<file path="config.mk">
export PLATFORM = sky130hd
export DESIGN_NAME = bech32m_v0_encoder_flat
export DESIGN_NICKNAME = d
export VERILOG_FILES = /design/src/rtl/b32m_pkg.sv /design/src/rtl/b32m_in_if.sv /design/src/rtl/b32m_out_if.sv /design/src/rtl/b32m_cfg_if.sv /design/src/rtl/b32m_dpath.sv /design/src/rtl/b32m_ctrl.sv /design/src/rtl/bech32m_v0_encoder.sv /design/src/flat_wrapper.sv
export SDC_FILE = /design/constraint.sdc
export NUM_CORES = 1
export LEC_CHECK = 0
export BUFFER_PORTS_ARGS = -buffer_cell sky130_fd_sc_hd__buf_2
export CAP_MARGIN = 40
export CORE_MARGIN = 5
export CORE_UTILIZATION = 55
export DETAILED_ROUTE_END_ITERATION = 10
export GPL_ROUTABILITY_DRIVEN = 0
export HOLD_SLACK_MARGIN = 0.02
export PLACE_DENSITY_LB_ADDON = 0.15
export SYNTH_ARGS = -nofsm -noshare
export SYNTH_HDL_FRONTEND = slang
export SYNTH_SLANG_ARGS = --single-unit
</file>
<file path="constraint.sdc">
create_clock -name clk -period 3.7 [get_ports clk]
set_clock_uncertainty 0.15 [all_clocks]
set_input_delay 0.555 -clock clk [delete_from_list [all_inputs] [get_ports clk]]
set_output_delay 0.555 -clock clk [all_outputs]
set_load 0.02 [all_outputs]
</file>
<file path="src/rtl/b32m_pkg.sv">
package b32m_pkg;

	localparam int HRP_TEXT_W = 64;
	localparam int HRP_LEN_W  = 4;
	localparam int CFG_IDX_W  = 1;
	localparam int CHK_W      = 30;

	// register map
	localparam logic [CFG_IDX_W-1:0] REG_HRP_TEXT   = 1'b0;
	localparam logic [CFG_IDX_W-1:0] REG_HRP_LENGTH = 1'b1;

	localparam logic [HRP_TEXT_W-1:0] HRP_TEXT_RST = 64'd28787;
	localparam logic [HRP_LEN_W-1:0]  HRP_LEN_RST  = 4'd2;

	localparam logic [CHK_W-1:0] CHK_INIT    = 30'd1;
	localparam logic [CHK_W-1:0] BECH32M_XOR = 30'h2bc830a3;
	localparam logic [2:0]       CSUM_LAST   = 3'd5;
	localparam logic [6:0]       SEP_CHAR    = 7'h31;

	localparam logic [4:0][CHK_W-1:0] GEN = {
		30'h2a1462b3, 30'h3d4233dd, 30'h1ea119fa, 30'h26508e6d, 30'h3b6a57b2
	};

	localparam logic [32*8-1:0] CHARSET = "qpzry9x8gf2tvdw0s3jn54khce6mua7l";

	typedef enum logic [3:0] {
		OP_NONE,
		OP_LOAD,
		OP_HI,
		OP_ZERO,
		OP_LO,
		OP_SEP,
		OP_VER,
		OP_GRP,
		OP_PAD,
		OP_CSUM
	} op_t;

	typedef struct packed {
		op_t        op;
		logic       first;
		logic [2:0] idx;
		logic       last_char;
	} cmd_t;

	typedef struct packed {
		logic                 out_free;
		logic                 grp_two;
		logic                 pad_need;
		logic [HRP_LEN_W-1:0] hrp_len;
	} sts_t;

	function automatic logic [CHK_W-1:0] poly_step(input logic [CHK_W-1:0] c,
			input logic [4:0] v);
		logic [4:0]       top;
		logic [CHK_W-1:0] n;
		top = c[29:25];
		n   = {c[24:0], 5'b0} ^ {25'b0, v};
		for (int k = 0; k < 5; k++) begin
			if (top[k]) begin
				n = n ^ GEN[k];
			end
		end
		return n;
	endfunction

	function automatic logic [6:0] letter(input logic [4:0] g);
		logic [7:0] c;
		c = CHARSET[(5'd31 - g)*8 +: 8];
		return c[6:0];
	endfunction

endpackage

</file>
<file path="src/rtl/b32m_in_if.sv">
interface b32m_in_if;
	logic       valid;
	logic       ready;
	logic [7:0] payload_byte;
	logic       first_byte;
	logic       last_byte;

	modport source (output valid, output payload_byte, output first_byte,
		output last_byte, input ready);
	modport sink (input valid, input payload_byte, input first_byte,
		input last_byte, output ready);
endinterface

</file>
<file path="src/rtl/b32m_out_if.sv">
interface b32m_out_if;
	logic       valid;
	logic       ready;
	logic [6:0] out_char;
	logic       last_char;

	modport source (output valid, output out_char, output last_char, input ready);
	modport sink (input valid, input out_char, input last_char, output ready);
endinterface

</file>
<file path="src/rtl/b32m_cfg_if.sv">
interface b32m_cfg_if;
	logic                                valid;
	logic                                ready;
	logic [b32m_pkg::CFG_IDX_W-1:0]      index;
	logic [b32m_pkg::HRP_TEXT_W-1:0]     data;

	modport source (output valid, output index, output data, input ready);
	modport sink (input valid, input index, input data, output ready);
endinterface

</file>
<file path="src/rtl/b32m_dpath.sv">
module b32m_dpath (
	input  logic                              clk,
	input  logic                              arst_n,
	input  b32m_pkg::cmd_t                    cmd,
	output b32m_pkg::sts_t                    sts,
	input  logic [7:0]                        payload_byte,
	input  logic                              cfg_valid,
	input  logic [b32m_pkg::CFG_IDX_W-1:0]    cfg_index,
	input  logic [b32m_pkg::HRP_TEXT_W-1:0]   cfg_data,
	input  logic                              out_ready,
	output logic                              out_valid,
	output logic [6:0]                        out_char,
	output logic                              last_char
);

	logic [b32m_pkg::HRP_TEXT_W-1:0] hrp_text_q;
	logic [b32m_pkg::HRP_LEN_W-1:0]  hrp_len_q;
	logic [b32m_pkg::CHK_W-1:0]      chk_q;
	logic [11:0]                     acc_q;
	logic [3:0]                      bits_q;
	logic                            out_valid_q;
	logic [6:0]                      out_char_q;
	logic                            last_char_q;

	logic [7:0]                 hrp_char;
	logic [3:0]                 lo_mask;
	logic [3:0]                 lo_bits;
	logic [3:0]                 grp_sh;
	logic [4:0]                 g_grp;
	logic [4:0]                 g_pad;
	logic [4:0]                 g_csum;
	logic [b32m_pkg::CHK_W-1:0] fin;
	logic [4:0]                 step_val;
	logic                       do_step;
	logic                       emit;
	logic [6:0]                 emit_char;

	assign hrp_char = hrp_text_q[8*cmd.idx +: 8];
	assign lo_mask  = 4'((5'd1 << bits_q[2:0]) - 5'd1);
	assign lo_bits  = acc_q[3:0] & lo_mask;
	assign grp_sh   = bits_q - 4'd5;
	assign g_grp    = 5'(acc_q >> grp_sh);
	assign g_pad    = 5'({1'b0, lo_bits} << (3'd5 - bits_q[2:0]));
	assign fin      = chk_q ^ b32m_pkg::BECH32M_XOR;

	always_comb begin
		case (cmd.idx)
			3'd0:    g_csum = fin[29:25];
			3'd1:    g_csum = fin[24:20];
			3'd2:    g_csum = fin[19:15];
			3'd3:    g_csum = fin[14:10];
			3'd4:    g_csum = fin[9:5];
			default: g_csum = fin[4:0];
		endcase
	end

	always_comb begin
		step_val  = 5'd0;
		do_step   = 1'b0;
		emit      = 1'b0;
		emit_char = 7'd0;
		unique case (cmd.op)
			b32m_pkg::OP_HI: begin
				do_step  = 1'b1;
				step_val = {2'b0, hrp_char[7:5]};
			end
			b32m_pkg::OP_ZERO: begin
				do_step = 1'b1;
			end
			b32m_pkg::OP_LO: begin
				do_step   = 1'b1;
				step_val  = hrp_char[4:0];
				emit      = 1'b1;
				emit_char = hrp_char[6:0];
			end
			b32m_pkg::OP_SEP: begin
				emit      = 1'b1;
				emit_char = b32m_pkg::SEP_CHAR;
			end
			b32m_pkg::OP_VER: begin
				do_step   = 1'b1;
				emit      = 1'b1;
				emit_char = b32m_pkg::letter(5'd0);
			end
			b32m_pkg::OP_GRP: begin
				do_step   = 1'b1;
				step_val  = g_grp;
				emit      = 1'b1;
				emit_char = b32m_pkg::letter(g_grp);
			end
			b32m_pkg::OP_PAD: begin
				do_step   = 1'b1;
				step_val  = g_pad;
				emit      = 1'b1;
				emit_char = b32m_pkg::letter(g_pad);
			end
			b32m_pkg::OP_CSUM: begin
				emit      = 1'b1;
				emit_char = b32m_pkg::letter(g_csum);
			end
			default: begin
			end
		endcase
	end

	always_ff @(posedge clk or negedge arst_n) begin
		if (!arst_n) begin
			hrp_text_q  <= b32m_pkg::HRP_TEXT_RST;
			hrp_len_q   <= b32m_pkg::HRP_LEN_RST;
			chk_q       <= b32m_pkg::CHK_INIT;
			acc_q       <= 12'd0;
			bits_q      <= 4'd0;
			out_valid_q <= 1'b0;
			out_char_q  <= 7'd0;
			last_char_q <= 1'b0;
		end else begin
			if (cfg_valid) begin
				unique case (cfg_index)
					b32m_pkg::REG_HRP_TEXT:   hrp_text_q <= cfg_data;
					b32m_pkg::REG_HRP_LENGTH: hrp_len_q  <= cfg_data[3:0];
					default: begin
					end
				endcase
			end

			if (cmd.op == b32m_pkg::OP_LOAD) begin
				if (cmd.first) begin
					chk_q  <= b32m_pkg::CHK_INIT;
					acc_q  <= {4'd0, payload_byte};
					bits_q <= 4'd8;
				end else begin
					acc_q  <= {lo_bits, payload_byte};
					bits_q <= bits_q + 4'd8;
				end
			end else if (do_step) begin
				chk_q <= b32m_pkg::poly_step(chk_q, step_val);
			end

			if (cmd.op == b32m_pkg::OP_GRP) begin
				bits_q <= grp_sh;
			end

			// string closed: back to a clean running state
			if (cmd.op == b32m_pkg::OP_CSUM && cmd.last_char) begin
				chk_q  <= b32m_pkg::CHK_INIT;
				bits_q <= 4'd0;
			end

			if (emit) begin
				out_valid_q <= 1'b1;
				out_char_q  <= emit_char;
				last_char_q <= cmd.last_char;
			end else if (out_ready) begin
				out_valid_q <= 1'b0;
			end
		end
	end

	assign sts.out_free = !out_valid_q || out_ready;
	assign sts.grp_two  = bits_q >= 4'd10;
	assign sts.pad_need = bits_q != 4'd0;
	assign sts.hrp_len  = hrp_len_q;

	assign out_valid = out_valid_q;
	assign out_char  = out_char_q;
	assign last_char = last_char_q;

endmodule

</file>
<file path="src/rtl/b32m_ctrl.sv">
module b32m_ctrl #(
	parameter int HRP_MAX_CHARS = 8
) (
	input  logic           clk,
	input  logic           arst_n,
	input  logic           in_valid,
	output logic           in_ready,
	input  logic           first_byte,
	input  logic           last_byte,
	input  b32m_pkg::sts_t sts,
	output b32m_pkg::cmd_t cmd
);

	localparam int LEN_W = $clog2(HRP_MAX_CHARS + 1);

	typedef enum logic [3:0] {
		S_IDLE,
		S_HRP_HI,
		S_HRP_ZERO,
		S_HRP_LO,
		S_SEP,
		S_VER,
		S_GRP,
		S_PAD,
		S_ZEROS,
		S_CSUM
	} state_t;

	state_t           state_q;
	logic [2:0]       cnt_q;
	logic [LEN_W-1:0] len_q;
	logic             last_q;

	logic [3:0] len_clamp;
	logic       cnt_end_hrp;
	logic       emit;

	always_comb begin
		if (sts.hrp_len == 4'd0) begin
			len_clamp = 4'd1;
		end else if (sts.hrp_len > 4'(HRP_MAX_CHARS)) begin
			len_clamp = 4'(HRP_MAX_CHARS);
		end else begin
			len_clamp = sts.hrp_len;
		end
	end

	assign cnt_end_hrp = (4'(cnt_q) + 4'd1) == 4'(len_q);
	assign in_ready    = state_q == S_IDLE;

	always_comb begin
		cmd.op        = b32m_pkg::OP_NONE;
		cmd.first     = first_byte;
		cmd.idx       = cnt_q;
		cmd.last_char = 1'b0;
		unique case (state_q)
			S_IDLE:     if (in_valid) cmd.op = b32m_pkg::OP_LOAD;
			S_HRP_HI:   cmd.op = b32m_pkg::OP_HI;
			S_HRP_ZERO: cmd.op = b32m_pkg::OP_ZERO;
			S_HRP_LO:   if (sts.out_free) cmd.op = b32m_pkg::OP_LO;
			S_SEP:      if (sts.out_free) cmd.op = b32m_pkg::OP_SEP;
			S_VER:      if (sts.out_free) cmd.op = b32m_pkg::OP_VER;
			S_GRP:      if (sts.out_free) cmd.op = b32m_pkg::OP_GRP;
			S_PAD:      if (sts.pad_need && sts.out_free) cmd.op = b32m_pkg::OP_PAD;
			S_ZEROS:    cmd.op = b32m_pkg::OP_ZERO;
			S_CSUM: begin
				if (sts.out_free) begin
					cmd.op        = b32m_pkg::OP_CSUM;
					cmd.last_char = cnt_q == b32m_pkg::CSUM_LAST;
				end
			end
			default: begin
			end
		endcase
	end

	assign emit = (cmd.op == b32m_pkg::OP_LO) || (cmd.op == b32m_pkg::OP_SEP) ||
		(cmd.op == b32m_pkg::OP_VER) || (cmd.op == b32m_pkg::OP_GRP) ||
		(cmd.op == b32m_pkg::OP_PAD) || (cmd.op == b32m_pkg::OP_CSUM);

	always_ff @(posedge clk or negedge arst_n) begin
		if (!arst_n) begin
			state_q <= S_IDLE;
			cnt_q   <= 3'd0;
			len_q   <= LEN_W'(1);
			last_q  <= 1'b0;
		end else begin
			unique case (state_q)
				S_IDLE: begin
					if (in_valid) begin
						last_q <= last_byte;
						cnt_q  <= 3'd0;
						if (first_byte) begin
							len_q   <= LEN_W'(len_clamp);
							state_q <= S_HRP_HI;
						end else begin
							state_q <= S_GRP;
						end
					end
				end
				S_HRP_HI: begin
					if (cnt_end_hrp) begin
						cnt_q   <= 3'd0;
						state_q <= S_HRP_ZERO;
					end else begin
						cnt_q <= cnt_q + 3'd1;
					end
				end
				S_HRP_ZERO: state_q <= S_HRP_LO;
				S_HRP_LO: begin
					if (sts.out_free) begin
						if (cnt_end_hrp) begin
							cnt_q   <= 3'd0;
							state_q <= S_SEP;
						end else begin
							cnt_q <= cnt_q + 3'd1;
						end
					end
				end
				S_SEP: if (sts.out_free) state_q <= S_VER;
				S_VER: if (sts.out_free) state_q <= S_GRP;
				S_GRP: begin
					if (sts.out_free && !sts.grp_two) begin
						state_q <= last_q ? S_PAD : S_IDLE;
					end
				end
				S_PAD: begin
					if (!sts.pad_need || sts.out_free) begin
						cnt_q   <= 3'd0;
						state_q <= S_ZEROS;
					end
				end
				S_ZEROS: begin
					if (cnt_q == b32m_pkg::CSUM_LAST) begin
						cnt_q   <= 3'd0;
						state_q <= S_CSUM;
					end else begin
						cnt_q <= cnt_q + 3'd1;
					end
				end
				S_CSUM: begin
					if (sts.out_free) begin
						if (cnt_q == b32m_pkg::CSUM_LAST) begin
							cnt_q   <= 3'd0;
							state_q <= S_IDLE;
						end else begin
							cnt_q <= cnt_q + 3'd1;
						end
					end
				end
				default: state_q <= S_IDLE;
			endcase
		end
	end

`ifndef ASSERT_OFF
	a_emit_free: assert property (@(posedge clk) disable iff (!arst_n)
		emit |-> sts.out_free)
		else $error("character issued while output register is occupied");

	a_close_idle: assert property (@(posedge clk) disable iff (!arst_n)
		(cmd.op == b32m_pkg::OP_CSUM && cmd.last_char) |=> state_q == S_IDLE)
		else $error("controller did not return to idle after final character");

	a_hrp_index: assert property (@(posedge clk) disable iff (!arst_n)
		(state_q == S_HRP_HI || state_q == S_HRP_LO) |-> 4'(cnt_q) < 4'(len_q))
		else $error("prefix index beyond prefix length");

	a_no_accept_busy: assert property (@(posedge clk) disable iff (!arst_n)
		(cmd.op == b32m_pkg::OP_LOAD) |=> !in_ready)
		else $error("new word taken before current one finished");
`endif

endmodule

</file>
<file path="src/rtl/bech32m_v0_encoder.sv">
// bech32m_v0_encoder: streaming bech32m (version 0) string encoder.
// Input: a new word is taken only in the idle state, once the previous word is sequenced.
// A continuation word yields one letter per full 5-bit group; a first word adds the prefix
// steps, separator and version; a last word adds pad, six zero steps and six letters.
// The datapath does one polymod step per cycle; output stalls hold the sequence back.
// Reset: arst_n asynchronous active low; prefix registers to "sp"/2, checksum 1, no leftovers.
module bech32m_v0_encoder #(
	parameter int HRP_MAX_CHARS = 8
) (
	input logic       clk,
	input logic       arst_n,
	b32m_in_if.sink   byte_ch,
	b32m_out_if.source char_ch,
	b32m_cfg_if.sink  cfg
);

	// controller <-> datapath
	b32m_pkg::cmd_t cmd;
	b32m_pkg::sts_t sts;

	// register writes are never back-pressured
	assign cfg.ready = 1'b1;

	// sequencer: prefix, separator, version, data groups, pad, checksum
	b32m_ctrl #(
		.HRP_MAX_CHARS(HRP_MAX_CHARS)
	) u_ctrl (
		.clk       (clk),
		.arst_n    (arst_n),
		.in_valid  (byte_ch.valid),
		.in_ready  (byte_ch.ready),
		.first_byte(byte_ch.first_byte),
		.last_byte (byte_ch.last_byte),
		.sts       (sts),
		.cmd       (cmd)
	);

	// polymod register, bit regrouping, charset lookup and output character register
	b32m_dpath u_dpath (
		.clk         (clk),
		.arst_n      (arst_n),
		.cmd         (cmd),
		.sts         (sts),
		.payload_byte(byte_ch.payload_byte),
		.cfg_valid   (cfg.valid),
		.cfg_index   (cfg.index),
		.cfg_data    (cfg.data),
		.out_ready   (char_ch.ready),
		.out_valid   (char_ch.valid),
		.out_char    (char_ch.out_char),
		.last_char   (char_ch.last_char)
	);

endmodule

</file>
<file path="src/flat_wrapper.sv">
// flat-port wrapper written by rule: the top's interface ports become plain ports
module bech32m_v0_encoder_flat 
#(
	parameter int HRP_MAX_CHARS = 8
)
  (clk, arst_n, byte_ch_valid, byte_ch_payload_byte, byte_ch_first_byte, byte_ch_last_byte, byte_ch_ready, char_ch_valid, char_ch_out_char, char_ch_last_char, char_ch_ready, cfg_valid, cfg_index, cfg_data, cfg_ready);
  b32m_in_if byte_ch_i ();
  b32m_out_if char_ch_i ();
  b32m_cfg_if cfg_i ();
  input logic clk;
  input logic arst_n;
  input wire logic [$bits(byte_ch_i.valid)-1:0] byte_ch_valid;
  input wire logic [$bits(byte_ch_i.payload_byte)-1:0] byte_ch_payload_byte;
  input wire logic [$bits(byte_ch_i.first_byte)-1:0] byte_ch_first_byte;
  input wire logic [$bits(byte_ch_i.last_byte)-1:0] byte_ch_last_byte;
  output wire logic [$bits(byte_ch_i.ready)-1:0] byte_ch_ready;
  output wire logic [$bits(char_ch_i.valid)-1:0] char_ch_valid;
  output wire logic [$bits(char_ch_i.out_char)-1:0] char_ch_out_char;
  output wire logic [$bits(char_ch_i.last_char)-1:0] char_ch_last_char;
  input wire logic [$bits(char_ch_i.ready)-1:0] char_ch_ready;
  input wire logic [$bits(cfg_i.valid)-1:0] cfg_valid;
  input wire logic [$bits(cfg_i.index)-1:0] cfg_index;
  input wire logic [$bits(cfg_i.data)-1:0] cfg_data;
  output wire logic [$bits(cfg_i.ready)-1:0] cfg_ready;
  assign byte_ch_i.valid = byte_ch_valid;
  assign byte_ch_i.payload_byte = byte_ch_payload_byte;
  assign byte_ch_i.first_byte = byte_ch_first_byte;
  assign byte_ch_i.last_byte = byte_ch_last_byte;
  assign byte_ch_ready = byte_ch_i.ready;
  assign char_ch_valid = char_ch_i.valid;
  assign char_ch_out_char = char_ch_i.out_char;
  assign char_ch_last_char = char_ch_i.last_char;
  assign char_ch_i.ready = char_ch_ready;
  assign cfg_i.valid = cfg_valid;
  assign cfg_i.index = cfg_index;
  assign cfg_i.data = cfg_data;
  assign cfg_ready = cfg_i.ready;
  bech32m_v0_encoder #(.HRP_MAX_CHARS(HRP_MAX_CHARS)) u_core (.clk(clk), .arst_n(arst_n), .byte_ch(byte_ch_i), .char_ch(char_ch_i), .cfg(cfg_i));
endmodule
</file>
# Word level (Yosys, flattened, before mapping)
# Cells that the tools add are included.
classes:
  shift: 7
  n_mux: 62
  eq_ne: 36
  n_reduce_logical: 26
  n_addsub: 9
  order_cmp: 2
  n_bitwise: 9
op_table:
  columns: ["operator", "n"]
  rows:
  - ["$shiftx 256x33->7 const A", 3]
  - ["$mux 30", 16]
  - ["$mux 4", 19]
  - ["$shiftx 64x7->8", 1]
  - ["$pmux 7 s6", 1]
  - ["$pmux 4 s10", 1]
  - ["$mux 3", 12]
  - ["$pmux 4 s9", 1]
  - ["$eq 4x3->1 const B", 8]
  - ["$xor 30x5->30", 1]
  - ["$mux 29", 1]
  - ["$not 13->13", 2]
  - ["$pmux 5 s5", 1]
  - ["$ne 2x2->1 const B", 11]
  - ["$pmux 5 s4", 1]
  - ["$not 18->18", 1]
  - ["$pmux 3 s6", 1]
  - ["$sub 5x5->6 const A", 3]
  - ["$not 17->17", 1]
  - ["$eq 4x2->1 const B", 4]
  - ["$eq 4x4->1 const B", 4]
  - ["$not 16->16", 1]
  - ["$not 14->14", 1]
  - ["$mux 12", 1]
  - ["35 further kinds", 55]
word_totals:
  output_inout_bits: 11
  wordCells: 163
  reg_bits: 135

# Depth between registers and ports, before layout
# Gate-level depths: netlist of run 1.
depth:
  word_depth: 29
  depth_mapped: 15
  mapped_depth_nobuf: 12

# Modules after synthesis
# A second synthesis of run 1 with hierarchy kept.
unflattened:
  hier_cells: 767
  area_unflattened_um2: 8340.5
modules_own_cells:
  columns: ["mod", "area_per_inst_um2", "seq_area_each_um2", "cells_per_inst", "n_inst"]
  rows:
  - ["b32m_dpath", 7317.0, 3090.5, 650, 1]
  - ["b32m_ctrl", 1012.2, 301.5, 115, 1]
  - ["bech32m_v0_encoder", 11.3, 0.0, 2, 1]

# Worst setup path before layout of run 1
# Ideal clock, no wire load.
synth_path:
  path_kind: "register -> register"
  from: "register u_core.u_dpath.bits_q[1]"
  to: "register u_core.u_dpath.out_char_q[2] (netlist: u_core.u_dpath.out_char[2])"
  arrival_time_ns: 3.107
  synth_period_minus_slack_ns: 3.382
  required_ns: 3.425
  path_slack_ns: 0.318
  path_stages_with_launch: 15
  path_cell_list: "dfrtp_1 clkbuf_1 inv_1 ha_1 ha_1 buf_6 mux4_2 a2bb2oi_1 or3_1 o31ai_2 o31ai_4 o21ai_1 a22o_1 a21oi_2 o21ai_1"
synth_via:
  elab_chain_cells: 7
  word_cells_on_any_way: 24
  cone_classes: "add/sub (5); eq/ne (6); shift (5); mux (4); bitwise (1); reduce/logical (3)"
synth_rtl:
  columns: ["item", "line_no", "text"]
  rows:
  - ["from (decl)", "b32m_dpath.sv:20", "logic [3:0] bits_q;"]
  - ["from (signal assigned)", "b32m_dpath.sv:133", "bits_q <= bits_q + 4'd8;"]
  - ["from (signal assigned)", "b32m_dpath.sv:140", "bits_q <= grp_sh;"]
  - ["$shl 1x3->4 / $reduce_bool 4->1 (equally long branches)", "b32m_dpath.sv:39, b32m_dpath.sv:161", null]
  - ["$sub 4x1->4 / $logic_and 1x1->1 (equally long branches)", "b32m_dpath.sv:39, b32m_ctrl.sv:64", null]
  - ["$and 4x4->4 / $mux 4 (equally long branches)", "b32m_dpath.sv:40, b32m_ctrl.sv:64", null]
  - ["$shl 4x3->5 / $pmux 4 s9 (equally long branches)", "b32m_dpath.sv:43, b32m_ctrl.sv:56", null]
  - ["$sub 5x5->6 (tied with other cells)", "b32m_pkg.sv:69", "c = CHARSET[(5'd31 - g)*8 +: 8];"]
  - ["$shiftx 256x33->7 / $reduce_or 6->1 (equally long branches)", null, null]
  - ["$pmux 7 s6 / $mux 1 (equally long branches)", "b32m_dpath.sv:62", "unique case (cmd.op)"]
  - ["to (signal assigned)", "b32m_dpath.sv:151", "out_char_q <= emit_char;"]
  - ["to (decl)", "b32m_dpath.sv:22", "logic [6:0] out_char_q;"]
# Parallel ways exist; a longest one is shown, timed or not.
# A chain may end at the register's enable or synchronous reset.

# Final worst setup path of run 1
layout_path:
  from: "register u_core.u_dpath.bits_q[0]"
  to: "register u_core.u_dpath.out_char_q[2] (netlist: u_core.u_dpath.out_char[2])"
# Same word-level chain as after synthesis.

==> results.sh, run 1 <==
export IMPL_max_cap_viol_count=0
export IMPL_clock_sinks=135
export IMPL_cp_data_required_time_ns=3.85
export IMPL_synth_avg_cell_area_um2=10.5
export IMPL_crit_fanout=9
export IMPL_cts_root_buffer="clkbuf_16"
export IMPL_intPower_mw=5.05
export IMPL_power_mw=8.97
export IMPL_final_cells=1031
export IMPL_drive_gt1_share_pct=32.6
export IMPL_multi_input_comb_area_um2=4290
export IMPL_cp_slowest_cell="mux4_2"
export IMPL_clock_latency_ns=0.42
export IMPL_p_sw_share_pct=43.6
export IMPL_leakage_nw=3.91
export IMPL_yosys_area_top_type="dfrtp_1"
export IMPL_worstPathCellList="inv_2 -> ha_1 -> ha_1 -> mux4_2 -> a2bb2oi_1 -> or3_1 -> o31ai_2 -> o31ai_4 -> o21ai_1 -> a22o_1 -> a21oi_2 -> o21ai_1"
export IMPL_setup_worst_path_end_class="register"
export IMPL_switching_power_mw=3.91
export IMPL_critPathKind="register to register"
export IMPL_critical_path_arrival_ns=3.49
export IMPL_dp_cells=998
export IMPL_synthFlopType="dfrtp_1"
export IMPL_p_per_area_nw_per_um2=973
export IMPL_io_buffers=89
export IMPL_setup_slack_ns=0.360
export IMPL_period_share_pct=90.3
export IMPL_setup_violations=0
export IMPL_slew_violations=0
export IMPL_cts_made_buffers=17
export IMPL_r2r_slack_ns=0.36
export IMPL_ctsHoldBuffers=1
export IMPL_placeableCoreArea_um2=14400
export IMPL_clk_path_buf_depth=2
export IMPL_grt_pass1_wl_um=32600
export IMPL_synth_distinct_cells=89
export IMPL_finalHoldViolCount=0
export IMPL_synth_warnings=0
export IMPL_grt_overflow_total=0
export IMPL_netlist_area_um2=8010
export IMPL_ios=91
export IMPL_cts_tree="yes"
export IMPL_groute_usage_overall_pct=24.4
export IMPL_p_clk_share_pct=18.1
export IMPL_yosys_register_bits=135
export IMPL_rsz0062_at_grt="no"
export IMPL_drtAntennaViolNets=0
export IMPL_wl_per_cell_um=19.3
export IMPL_p_comb_share_pct=53.4
export IMPL_ctsResizeCount=0
export IMPL_die_area_um2=17100
export IMPL_setup_tns_ns=0
export IMPL_vias=6192
export IMPL_cts_clk_slew_worst_paths_ns=0.06
export IMPL_worst_pin_slew_ns=0.802
export IMPL_antenna_found_initial=0
export IMPL_syn_to_final_growth_pct=15.0
export IMPL_dp_hpwl_um=14300
export IMPL_detail_route_wirelength_um=19900
export IMPL_num_rows=44
export IMPL_post_cts_setup_buffer_count=0
export IMPL_post_route_cell_area_um2=9210
export IMPL_grt_max_degree=65
export IMPL_async_flop_share_pct=100
export IMPL_post_route_util_pct=63.9
export IMPL_worst_setup_path_start_kind="register"
export IMPL_postSynthCellCount=760
export IMPL_yosys_top_cells_area="dfrtp_1 39%, mux2_2 9.8%, mux4_2 5.9%"
export IMPL_outcome="finished clean"
export IMPL_fmax_mhz=299
export IMPL_peakVddDrop_uv=462
export IMPL_drc=0
export IMPL_seqPwrFrac_pct=28.5
export IMPL_pre_cts_slack_ns=0.417
export IMPL_antenna_cells=0
export IMPL_fill_cells=1186
export IMPL_final_common_cell="dfrtp_1"
export IMPL_die_h_um=131
export IMPL_cts_max_level=4
export IMPL_synth_edf_count=0
export IMPL_syn_nets=853
export IMPL_synth_seq_area_share_pct=42.4
export IMPL_min_period_ns=3.34
export IMPL_synth_top_area_share_pct=38.7
export IMPL_start_util_pct=55.5
export IMPL_critical_path_max_stage_delay_ns=0.53
export IMPL_register_area_um2=3390
export IMPL_drtPass1Iterations=6
export IMPL_final_cell_mix="124 x dfrtp_1, 88 x buf_2, 78 x nand2_1"
export IMPL_dieWidth_um=131
export IMPL_whs_ns=0.172
export IMPL_fin_nets=927
export IMPL_grt_pass1_vias=6345
export IMPL_drt_iter0_markers=452
export IMPL_placed_cell_area_um2=8630
export IMPL_vias_per_cell=6.01
export IMPL_slew_headroom_pct=46.5
export IMPL_hold_class="input pin to register"
-- worst max-delay path, delay by kind of cell, from the launching register on --
family / cells / cell delay (ns)
mux: 1 / 0.53
fa+ha+maj: 2 / 0.66
simple gates: 1 / 0.15
buf+inv: 1 / 0.09
flops: 1 / 0.35
compound gates: 7 / 1.27
-- logic make-up after synthesis --
kind of cell,Yosys count,share of synthesized area [%]
compound gates,164,14.1
xor+xnor,54,6.00
fa+ha+maj,14,2.17
buf+inv,77,4.36
flops,135,42.4
mux,107,18.0
other cells,1,0.0468
simple gates,208,13.0
-- flip-flops by register name (all words and copies together), names as in the netlist, 3 cells and up --
signal	flops
u_core.u_dpath.bits_q	4
u_core.u_dpath.hrp_len_q	4
u_core.u_ctrl.cnt_q	3
u_core.u_dpath.chk_q	30
u_core.u_dpath.acc_q	12
u_core.u_dpath.out_char	7
u_core.u_dpath.hrp_text_q	64
u_core.u_ctrl.state_q	4
u_core.u_ctrl.len_q	4
-- layout make-up --
| cell class | count | share of cell area (%) |
|---|---|---|
| clock buffers | 22 | 5.15 |
| clock inverters | 10 | 1.05 |
| inverters | 21 | 0.856 |
| multi-input cells | 548 | 46.6 |
| flip-flops and latches | 135 | 36.8 |
| well taps | 184 | 2.50 |
| repair buffers | 111 | 7.04 |
-- power by group through the flow --
stage	sequential, mW	combinational [mW]	clock (mW)
6_report	2.55	4.79	1.62
5_1_grt	2.62	5.23	1.72
4_1_cts	2.54	4.75	1.65
3_5_place_dp	2.56	4.71	0
3_3_place_gp	2.53	4.56	0
2_1_floorplan	2.30	3.93	0
-- worst paths after layout --
kind,start,to,depth (start not counted)
setup / recovery,u_core.u_dpath.bits_q[0],u_core.u_dpath.out_char[2],12
hold / removal,byte_ch_payload_byte[4],u_core.u_dpath.acc_q[4],3
setup reg to reg,u_core.u_dpath.bits_q[0],u_core.u_dpath.out_char[2],12
hold reg to reg,u_core.u_ctrl.len_q[0],u_core.u_ctrl.len_q[0],2
max in group asynchronous,arst_n,u_core.u_dpath.chk_q[0],4
min in group asynchronous,arst_n,u_core.u_dpath.hrp_text_q[47],2
-- routing by layer --
layer  global-route usage [%]  wire, µm  up-vias
met4                     7.50       412        0
met1                     32.7      8440     3054
met5                        0         0        -
li1                         -         -     2890
met3                     6.30      1380       35
met2                     39.4      9640      213
-- synth_stat cells, types with 3 or more instances --
| master | instances |
|---|---|
| nor3_1 | 10 |
| o22ai_1 | 6 |
| inv_1 | 20 |
| clkbuf_1 | 36 |
| nand3_1 | 43 |
| a222oi_1 | 3 |
| a31oi_1 | 6 |
| xnor2_1 | 36 |
| buf_6 | 4 |
| mux4_2 | 21 |
| a21oi_1 | 21 |
| o41ai_1 | 3 |
| o21ai_0 | 57 |
| o221ai_1 | 5 |
| buf_2 | 9 |
| nand3b_1 | 3 |
| ha_1 | 13 |
| mux2i_1 | 14 |
| or3_1 | 5 |
| o21ai_1 | 5 |
| dfstp_2 | 11 |
| mux2_2 | 70 |
| a211oi_1 | 5 |
| o2111ai_1 | 3 |
| and2_1 | 3 |
| dfrtp_1 | 124 |
| o31ai_1 | 7 |
| nand2_1 | 78 |
| xor2_1 | 17 |
| nand2b_1 | 13 |
| buf_4 | 5 |
| nor2b_1 | 4 |
| nor2_1 | 27 |
Power figures use the tool's default switching activity.
==> run 2: changes to the inputs <==
--- a/config.mk
+++ b/config.mk
@@ -7,8 +7,10 @@
 export LEC_CHECK = 0
 export BUFFER_PORTS_ARGS = -buffer_cell sky130_fd_sc_hd__buf_2
 export CAP_MARGIN = 40
+export CELL_PAD_IN_SITES_DETAIL_PLACEMENT = 1
+export CELL_PAD_IN_SITES_GLOBAL_PLACEMENT = 1
 export CORE_MARGIN = 5
-export CORE_UTILIZATION = 55
+export CORE_UTILIZATION = 47
 export DETAILED_ROUTE_END_ITERATION = 10
 export GPL_ROUTABILITY_DRIVEN = 0
 export HOLD_SLACK_MARGIN = 0.02
==> run 2 against run 1 <==
Clock-buffer cell count down 4. First-iteration DRC count down 19%. Core utilization down 8.1 points. Highest routed layer is now met5. Sequential power about the same. Clock power up 9.9%. Worst hold slack worse by 0.0059 ns. Maximum frequency down 2.9%. Critical endpoint is now u_core.u_dpath.out_char[0]. Total power up 3.3%. Wire length up 17%. Sequential share of layout area down 0.29 points. Largest power group unchanged. Via count up 3.5%. Final cell count up 3.4%.
==> results.sh, run 2 (synthesis results as in run 1) <==
export IMPL_setup_violations=0
export IMPL_drc=0
export IMPL_final_common_cell="dfrtp_1"
export IMPL_leakage_nw=3.92
export IMPL_ctsResizeCount=0
export IMPL_fmax_mhz=291
export IMPL_drtAntennaViolNets=0
export IMPL_period_share_pct=93.0
export IMPL_slew_headroom_pct=38.3
export IMPL_dp_hpwl_um=16500
export IMPL_top_register="u_core.u_dpath.hrp_text_q"
export IMPL_p_comb_share_pct=53.4
export IMPL_die_h_um=141
export IMPL_finalHoldViolCount=0
export IMPL_min_period_ns=3.44
export IMPL_largest_register_ffs=64
export IMPL_cts_clk_slew_worst_paths_ns=0.07
export IMPL_syn_to_final_growth_pct=15.9
export IMPL_vias_per_cell=6.01
export IMPL_ctsHoldBuffers=1
export IMPL_top_regs="u_core.u_dpath.hrp_text_q (64), u_core.u_dpath.chk_q (30), u_core.u_dpath.acc_q (12)"
export IMPL_grt_pass1_vias=6947
export IMPL_final_cells=1066
export IMPL_r2r_slack_ns=0.26
export IMPL_cts_max_level=4
export IMPL_antenna_found_initial=2
export IMPL_p_per_area_nw_per_um2=997
export IMPL_clock_latency_ns=0.43
export IMPL_ios=91
export IMPL_setup_worst_path_end_class="register"
export IMPL_critical_path_arrival_ns=3.59
export IMPL_vias=6410
export IMPL_dp_cells=1033
export IMPL_seqPwrFrac_pct=27.4
export IMPL_p_clk_share_pct=19.2
export IMPL_setup_tns_ns=0
export IMPL_switching_power_mw=4.19
export IMPL_groute_usage_overall_pct=24.3
export IMPL_crit_fanout=9
export IMPL_clk_path_buf_depth=2
export IMPL_grt_max_degree=90
export IMPL_worst_pin_slew_ns=0.925
export IMPL_cts_made_buffers=17
export IMPL_max_cap_viol_count=0
export IMPL_peakVddDrop_uv=454
export IMPL_placeableCoreArea_um2=16600
export IMPL_fill_cells=1821
export IMPL_hold_class="input pin to register"
export IMPL_outcome="finished clean"
export IMPL_dieWidth_um=141
export IMPL_slew_violations=0
export IMPL_drt_iter0_markers=364
export IMPL_register_area_um2=3390
export IMPL_num_rows=47
export IMPL_worst_setup_path_start_kind="register"
export IMPL_fin_nets=926
export IMPL_final_cell_mix="124 x dfrtp_1, 88 x buf_2, 78 x nand2_1"
export IMPL_cp_data_required_time_ns=3.85
export IMPL_drtPass1Iterations=5
export IMPL_io_buffers=89
export IMPL_wl_per_cell_um=21.8
export IMPL_cts_root_buffer="clkbuf_16"
export IMPL_die_area_um2=19800
export IMPL_multi_input_comb_area_um2=4290
export IMPL_grt_overflow_total=0
export IMPL_detail_route_wirelength_um=23200
export IMPL_critPathKind="register to register"
export IMPL_drive_gt1_share_pct=32.7
export IMPL_clock_sinks=135
export IMPL_p_sw_share_pct=45.3
export IMPL_start_util_pct=48.1
export IMPL_post_cts_setup_buffer_count=0
export IMPL_intPower_mw=5.07
export IMPL_grt_pass1_wl_um=38000
export IMPL_cts_tree="yes"
export IMPL_rsz0062_at_grt="no"
export IMPL_antenna_cells=0
## run 2: per-stage QoR
stage	power, mW	setup WS, ns	hold slack, ns	util, %	area [µm²]
final	9.26	0.259	0.166	55.8	9290
after global routing	9.92	0.0110	0.168	55.8	9290
after CTS	9.29	0.256	0.164	55.8	9290
after detailed placement	7.44	0.269	0.256	52.0	8650
after global placement	7.16	0.421	0.252	52.0	8650
after floorplan	6.23	0.318	0.109	-	8010
## run 2: worst paths after layout
path,to,cells after the start,from
min in group asynchronous,u_core.u_dpath.hrp_text_q[8],2,arst_n
max in group asynchronous,u_core.u_dpath.chk_q[0],3,arst_n
min,u_core.u_dpath.acc_q[2],3,byte_ch_payload_byte[2]
max,u_core.u_dpath.out_char[0],11,u_core.u_dpath.bits_q[0]
max reg2reg,u_core.u_dpath.out_char[0],11,u_core.u_dpath.bits_q[0]
min reg2reg,u_core.u_ctrl.len_q[0],1,u_core.u_dpath.hrp_len_q[3]
## run 2: worst max-delay path, stage by stage, from the launching register on
cell and delay [ns]:
dfrtp_1 0.36, inv_2 0.10, ha_1 0.23, ha_1 0.44, mux4_2 0.53, a2bb2oi_1 0.25
or3_1 0.16, o31ai_2 0.09, o31ai_4 0.43, nor2_1 0.11, o311ai_1 0.32, o21ai_1 0.13
## run 2: cell type report
class,count,share of cell area [%]
clock buffer,18,4.73
clock inverter,14,2.01
inverter,21,0.849
multi-input combinational,548,46.2
sequential,135,36.5
tap,220,2.96
timing repair buffer,110,6.68
## run 2: layer usage
| metal | wire length (µm) | global-route usage (%) | vias up |
|---|---|---|---|
| met4 | 435 | 6.83 | 4 |
| met3 | 1260 | 5.96 | 41 |
| met5 | 27 | 0 | - |
| met2 | 12000 | 42.8 | 173 |
| met1 | 9470 | 29.6 | 3290 |
| li1 | - | - | 2902 |
## run 2: power groups by stage
stage | registers [mW] | clock network (mW) | logic, mW
2_1_floorplan | 2.30 | 0 | 3.93
3_3_place_gp | 2.51 | 0 | 4.65
3_5_place_dp | 2.54 | 0 | 4.90
4_1_cts | 2.53 | 1.80 | 4.96
5_1_grt | 2.60 | 1.88 | 5.44
6_report | 2.54 | 1.78 | 4.94
==> run 3: changes to the inputs <==
--- a/config.mk
+++ b/config.mk
@@ -9,7 +9,7 @@
 export CAP_MARGIN = 40
 export CELL_PAD_IN_SITES_DETAIL_PLACEMENT = 1
 export CELL_PAD_IN_SITES_GLOBAL_PLACEMENT = 1
-export CORE_MARGIN = 5
+export CORE_MARGIN = 2
 export CORE_UTILIZATION = 47
 export DETAILED_ROUTE_END_ITERATION = 10
 export GPL_ROUTABILITY_DRIVEN = 0
==> constraint.sdc (replaced) <==
create_clock -name clk -period 3.4 [get_ports clk]
set_clock_uncertainty 0.15 [all_clocks]
set_input_delay 0.51 -clock clk [delete_from_list [all_inputs] [get_ports clk]]
set_output_delay 0.51 -clock clk [all_outputs]
set_load 0.02 [all_outputs]
==> run 3 against run 2 <==
Worst setup slack got worse by 0.17 ns. Register-to-register slack got worse by 0.17 ns. Total power rose by 11%. Cell area rose by 0.90%. Core utilization rose by 0.50 points. Highest routed layer is now met4.
==> results.sh, run 3 (synthesis results as in run 1) <==
export IMPL_outcome="finished clean"
export IMPL_cts_made_buffers=17
export IMPL_cp_data_required_time_ns=3.57
export IMPL_fill_cells=1783
export IMPL_placed_cell_area_um2=8720
export IMPL_clock_sinks=135
export IMPL_crit_fanout=8
export IMPL_dp_hpwl_um=16500
export IMPL_slew_headroom_pct=46.7
export IMPL_top_regs="u_core.u_dpath.hrp_text_q (64), u_core.u_dpath.chk_q (30), u_core.u_dpath.acc_q (12)"
export IMPL_leakage_nw=3.98
export IMPL_min_period_ns=3.31
export IMPL_die_area_um2=18100
export IMPL_final_common_cell="dfrtp_1"
export IMPL_io_buffers=89
export IMPL_hold_class="input pin to register"
export IMPL_finalHoldViolCount=0
export IMPL_cts_root_buffer="clkbuf_16"
export IMPL_start_util_pct=48.1
export IMPL_drtPass1Iterations=5
export IMPL_placeableCoreArea_um2=16600
export IMPL_vias=6403
export IMPL_final_cell_mix="122 x dfrtp_1, 88 x buf_2, 78 x nand2_1"
export IMPL_max_cap_viol_count=0
export IMPL_drive_gt1_share_pct=34.0
export IMPL_wl_per_cell_um=21.3
export IMPL_fin_nets=939
export IMPL_drt_iter0_markers=289
export IMPL_dp_cells=1042
export IMPL_grt_pass1_wl_um=38000
export IMPL_setup_violations=0
export IMPL_drc=0
export IMPL_grt_max_degree=65
export IMPL_setup_worst_path_end_class="register"
export IMPL_post_route_cell_area_um2=9370
export IMPL_top_register="u_core.u_dpath.hrp_text_q"
export IMPL_num_rows=47
export IMPL_grt_overflow_total=0
export IMPL_vias_per_cell=5.93
export IMPL_clk_path_buf_depth=2
export IMPL_grt_pass1_vias=7039
export IMPL_antenna_found_initial=0
export IMPL_p_per_area_nw_per_um2=1090
export IMPL_ios=91
export IMPL_slew_violations=0
export IMPL_critical_path_arrival_ns=3.49
export IMPL_detail_route_wirelength_um=23000
export IMPL_cts_clk_slew_worst_paths_ns=0.07
export IMPL_die_h_um=135
export IMPL_peakVddDrop_uv=512
export IMPL_syn_to_final_growth_pct=17.0
export IMPL_critPathKind="register to register"
export IMPL_worst_pin_slew_ns=0.799
export IMPL_worst_setup_path_start_kind="register"
export IMPL_hold_path_depth=3
export IMPL_drtAntennaViolNets=0
export IMPL_dieWidth_um=135
export IMPL_cts_tree="yes"
export IMPL_whs_ns=0.117
export IMPL_clock_latency_ns=0.44
export IMPL_fmax_mhz=302
export IMPL_cts_max_level=4
export IMPL_reg2regPathDepth=13
export IMPL_groute_usage_overall_pct=27.0
export IMPL_final_cells=1079
export IMPL_antenna_cells=0
export IMPL_period_share_pct=97.5
export IMPL_largest_register_ffs=64
==> run 3: changes by cell type in the layout (fill, tap and decap cells not counted), sizes merged <==
cell / delta
buf: +13
clkbuf: -1
clkinv: -3
inv: +4
==> run 3: worst paths after layout <==
kind	startpoint	endpoint	slack, ns
hold reg to reg	u_core.u_dpath.chk_q[0]	u_core.u_dpath.chk_q[0]	0.34
min in group asynchronous	arst_n	u_core.u_dpath.hrp_text_q[8]	0.42
setup reg to reg	u_core.u_dpath.bits_q[0]	u_core.u_dpath.out_char[3]	0.09
setup / recovery	u_core.u_dpath.bits_q[0]	u_core.u_dpath.out_char[3]	0.09
max in group asynchronous	arst_n	u_core.u_dpath.hrp_text_q[12]	1.73
hold / removal	byte_ch_payload_byte[2]	u_core.u_dpath.acc_q[2]	0.12
==> run 3: where the power goes <==
group | internal [mW] | leakage [nW] | switching (mW)
clock network | 1.06 | 0.298 | 0.853
logic | 2.41 | 2.06 | 3.16
registers | 2.16 | 1.61 | 0.616
==> run 3: cell type report <==
type                            count  area (µm²)  area share, %
Timing Repair Buffer              123         718           7.67
Multi-Input combinational cell    548        4300           45.9
Tap cell                          220         275           2.94
Sequential cell                   135        3390           36.2
Inverter                           21        78.8          0.841
Clock inverter                     15         175           1.87
Clock buffer                       17         425           4.54
==> run 3: metal layers <==
| layer | part of all wire [%] | routed length, µm | GRT usage, % | up-vias |
|---|---|---|---|---|
| li1 | - | - | - | 2923 |
| met2 | 51 | 11800 | 46.4 | 182 |
| met5 | 0 | 0 | 0 | - |
| met3 | 5.0 | 1150 | 5.78 | 44 |
| met1 | 41 | 9530 | 33.7 | 3254 |
| met4 | 2.4 | 557 | 9.82 | 0 |
==> run 3: critical path, stage by stage (launching register included) <==
cell and delay, ns:
dfrtp_2 0.42, inv_2 0.05, ha_1 0.21, ha_1 0.28
or4_1 0.50, o221ai_1 0.16, a221oi_1 0.17, a211oi_2 0.23
buf_4 0.17, o31ai_4 0.05, buf_4 0.19, nor2_2 0.21
o31ai_2 0.10, a221o_1 0.31
==> run 3: per-stage QoR <==
step	utilization, %	setup slack, ns	total power, mW	setup TNS [ns]
after floorplan	-	0.0180	6.78	0
after global placement	52.3	0.270	7.88	0
after detailed placement	52.4	0.116	8.18	0
after CTS	56.0	0.0849	10.2	0
after global routing	56.3	-0.0144	11.0	-0.0186
final	56.3	0.0860	10.2	0
==> run 3: what timing repair did <==
| item | CTS | global route |
|---|---|---|
| endpoints found under the setup margin | 0 | 6 |
| buffers inserted | 0 | 4 |
| gates resized for setup | 0 | 3 |
| endpoints found under the hold margin | 31 | 0 |
| hold buffers | 1 | 0 |
